<file path="src/rtl/core/eat_ram.sv">
// generic single-port-write ram with registered read
module eat_ram #(
	parameter int WIDTH = 8,
	parameter int DEPTH = 256
) (
	input  logic                                   clk,
	input  logic                                   we,
	input  logic [(DEPTH > 1 ? $clog2(DEPTH) : 1)-1:0] waddr,
	input  logic [WIDTH-1:0]                       wdata,
	input  logic [(DEPTH > 1 ? $clog2(DEPTH) : 1)-1:0] raddr,
	output logic [WIDTH-1:0]                       rdata
);
	logic [WIDTH-1:0] mem [DEPTH];

	always_ff @(posedge clk) begin
		if (we) begin
			mem[waddr] <= wdata;
		end
		rdata <= mem[raddr];
	end
endmodule

</file>
<file path="config.mk">
export PLATFORM = sky130hd
export DESIGN_NAME = eat_ram
export DESIGN_NICKNAME = d
export VERILOG_FILES = /design/src/rtl/core/eat_ram.sv
export SDC_FILE = /design/constraint.sdc
export NUM_CORES = 2
export LEC_CHECK = 0
export ABC_AREA = 0
export BUFFER_PORTS_ARGS = -buffer_cell sky130_fd_sc_hd__buf_2
export CAP_MARGIN = 25
export CORE_ASPECT_RATIO = 0.5
export CORE_MARGIN = 3
export CORE_UTILIZATION = 50
export CTS_CLUSTER_DIAMETER = 100
export DETAILED_ROUTE_END_ITERATION = 16
export HOLD_SLACK_MARGIN = 0.12
export MAX_ROUTING_LAYER = met4
export PLACE_DENSITY = 0.68
export RECOVER_POWER = 25
export SLEW_MARGIN = 20
export SYNTH_ARGS = -nofsm -noshare
export SYNTH_HDL_FRONTEND = slang
export SYNTH_SLANG_ARGS = --single-unit
</file>
<file path="constraint.sdc">
create_clock -name clk -period 5 [get_ports clk]
set_input_delay 0.75 -clock clk [delete_from_list [all_inputs] [get_ports clk]]
set_output_delay 0.75 -clock clk [all_outputs]
set_load 0.005 [all_outputs]
</file>
==> metrics.yaml <==
hold_violations: 0
ys_async_sr_fraction_pct: 0
rows: 102
cts_buffers: 176
synth_ff_type: "edfxtp_1"
cts_tree: "done"
synth_seq_cells: 2056
synth-compound-area-share_pct: 3.42
synthMuxAreaShare_pct: 14.6
synth_top_family_by_area: "multiplexers"
initial_core_util_pct: 50.9
drc: 0
cpLargestDelayFamily: "buffers and inverters"
finalCriticalPeriod_ns: 3.95
power_density_nw_per_um2: 387
wl_per_cell_microns: 32.1
synth.avg_cell_area_sq_um: 21.3
antenna_found_initial: 13
postRouteAntennaNets: 0
status: "complete, but fails checks"
irDropWorstVdd_uv: 400
ctsResizeCount: 0
clk_pin_slew_ns: 0.06
cp_slowest_cell: "clkbuf_2"
max_freq_ghz: 0.253
final_area_sq_um: 87800
vias: 39600
syn_inst: 3733
cp.arrival_ns: 4.32
die_w_microns: 570
synth_fa_ha_area_share_pct: 0
grt_pass1_vias: 38600
die_area_sq_um: 164000
hpwl_microns: 120000
end_kind: "flop"
ys_types: 55
power_frac_seq_pct: 56.0
worst-path-buf-inv: 2
cp_slowest_stage_delay_ns: 1.95
synth-simple-area-share_pct: 2.63
setup_slack_ns: 1.05
grt-ovfl-total: 0
synth-xor-area-share_pct: 0
cts_sinks: 2056
core_sq_um: 156000
yosys_warnings: 0
cap_violations: 8
drive_above_1_share_pct: 22.3
grt_pass1_wl_microns: 282000
slew_headroom_pct: -143
fin_nets: 3883
min_path_type: "in -> reg"
die_h_microns: 288
cts.htree.levels: 4
place_area_sq_um: 82300
finClkSkew_ns: 0.0400
seq_area_frac_synth_pct: 77.5
synth_area_sq_um: 79600
synth_top_area_cell: "edfxtp_1"
tightest_slew_ns: 3.64
power.clock.fraction_pct: 38.9
violations: "capacitance limit, slew limit"
p_leak_nw: 26.9
drt-vias-per-instance: 6.50
clockBufferDepth: 3
required_ns: 5.36
routed_wl_microns: 195000
switching_share_pct: 21.3
synth_area_leaders: "edfxtp_1 (77%), mux4_2 (13%), mux2i_1 (1.7%), nor2_1 (1.3%), a22oi_1 (1.3%)"
layout_common_cells: "edfxtp_1 (2048), mux4_2 (454), nor2_1 (277), clkbuf_16 (182), mux2i_1 (134)"
buffer_ports.inserted: 33
gp_congestion: 0.846
clock-root-buffer: "clkbuf_16"
syn2layout_area_growth_pct: 10.4
fin_tns_setup_ns: 0
synthesis.nets: 3759
critPathMaxFanout: 134
synth_top_area_share_pct: 77.3
postCtsSetupBuffers: 0
path_cells: "clkbuf_2 -> clkbuf_2"
ios: 34
p_sw_w: 0.00723
report.final.setup_viol: 0
fill_cells: 11200
grt_use_total_pct: 24.6
final_common_cell: "edfxtp_1"
postCtsHoldBufs: 0
drt_iter0_markers: 5972
clk_latency_ns: 0.82
place_ws_ns: 0.425
fin_crit_sh_pct: 79.1
rsz0062_at_grt: "no"
grt_max_degree: 174
synth_edf_count: 2048
maxSlewViolCount: 802
dr.pass1.iters: 6
start_kind: "input pin"
p_comb_share_pct: 5.1
worstSetupPathType: "in -> reg"
crit_top_cell: "clkbuf_2"
p_int_w: 0.0268
==> cell families after synthesis <==
kind of cell / count (synthesis)
flip-flops: 2056
multiplexers: 591
buffers and inverters: 235
AO/OA/AOI/OAI: 385
AND/OR/NAND/NOR: 466
==> state kept, by name, summed over array words and instances, names as in the netlist <==
register  cells
mem        2048
rdata         8
==> power groups by stage <==
stage               registers [W]  clock network (W)  logic [W]
floorplan                  0.0194                  0   0.000923
global placement           0.0194                  0    0.00168
detailed placement         0.0194                  0    0.00172
CTS                        0.0190             0.0133    0.00173
global route               0.0190             0.0140    0.00181
finish                     0.0190             0.0132    0.00173
==> metrics by stage <==
step / power (W) / cells / util, % / hold slack (ns)
global route: 0.0349 / 6084 / 56.2 / 0.604
global placement: 0.0211 / 5743 / 52.6 / 1.02
floorplan: 0.0203 / 3733 / - / 0.770
detailed placement: 0.0211 / 5749 / 52.7 / 1.12
CTS: 0.0341 / 6071 / 56.2 / 0.487
finish: 0.0340 / 6087 / 56.2 / 0.575
==> cell usage after synthesis, types with 3 or more instances <==
| cell type | number |
|---|---|
| or2_2 | 4 |
| nor4_2 | 3 |
| a211oi_1 | 16 |
| nor2b_1 | 31 |
| buf_12 | 8 |
| o22ai_1 | 28 |
| mux2i_1 | 134 |
| buf_2 | 31 |
| nor3_1 | 22 |
| buf_6 | 21 |
| nand4_1 | 10 |
| o211ai_1 | 10 |
| edfxtp_1 | 2048 |
| o221ai_1 | 46 |
| nand3_1 | 34 |
| buf_8 | 13 |
| o21ai_0 | 10 |
| buf_4 | 27 |
| a22o_1 | 8 |
| o22a_1 | 5 |
| o32ai_1 | 4 |
| a22oi_1 | 133 |
| nor2_1 | 282 |
| nand2_1 | 33 |
| dfxtp_1 | 8 |
| a21oi_1 | 96 |
| mux4_2 | 454 |
| a221oi_1 | 13 |
| nor4_1 | 24 |
| buf_1 | 22 |
| and2_1 | 6 |
| clkbuf_1 | 111 |
| nand2b_1 | 8 |
==> path summary, 6_finish.rpt <==
kind	from	end	slack, ns	depth (start not counted)
hold / removal	wdata[0]	mem[15][0]$_DFFE_PP_	0.57	1
setup reg to reg	mem[129][1]$_DFFE_PP_	rdata[1]$_DFF_P_	2.20	6
setup / recovery	wdata[7]	mem[206][7]$_DFFE_PP_	1.05	2
hold reg to reg	mem[23][2]$_DFFE_PP_	rdata[2]$_DFF_P_	1.13	6
==> per-layer routing <==
metal	wire (microns)	GRT usage, %
met1	78800	36.1
met2	90500	36.1
met3	21300	4.64
met4	4520	5.96
met5	0	-
==> layout make-up <==
class,instances,area (sq um),area share [%]
clock buffer,241,4840,5.51
antenna,6,15.0,0.0171
multi-input combinational,1442,16500,18.8
tap,2080,2600,2.96
clock inverter,81,637,0.725
sequential,2056,61700,70.2
inverter,2,7.51,0.00855
timing repair buffer,179,1540,1.75
Note: power is estimated with default switching activity, not from simulation.
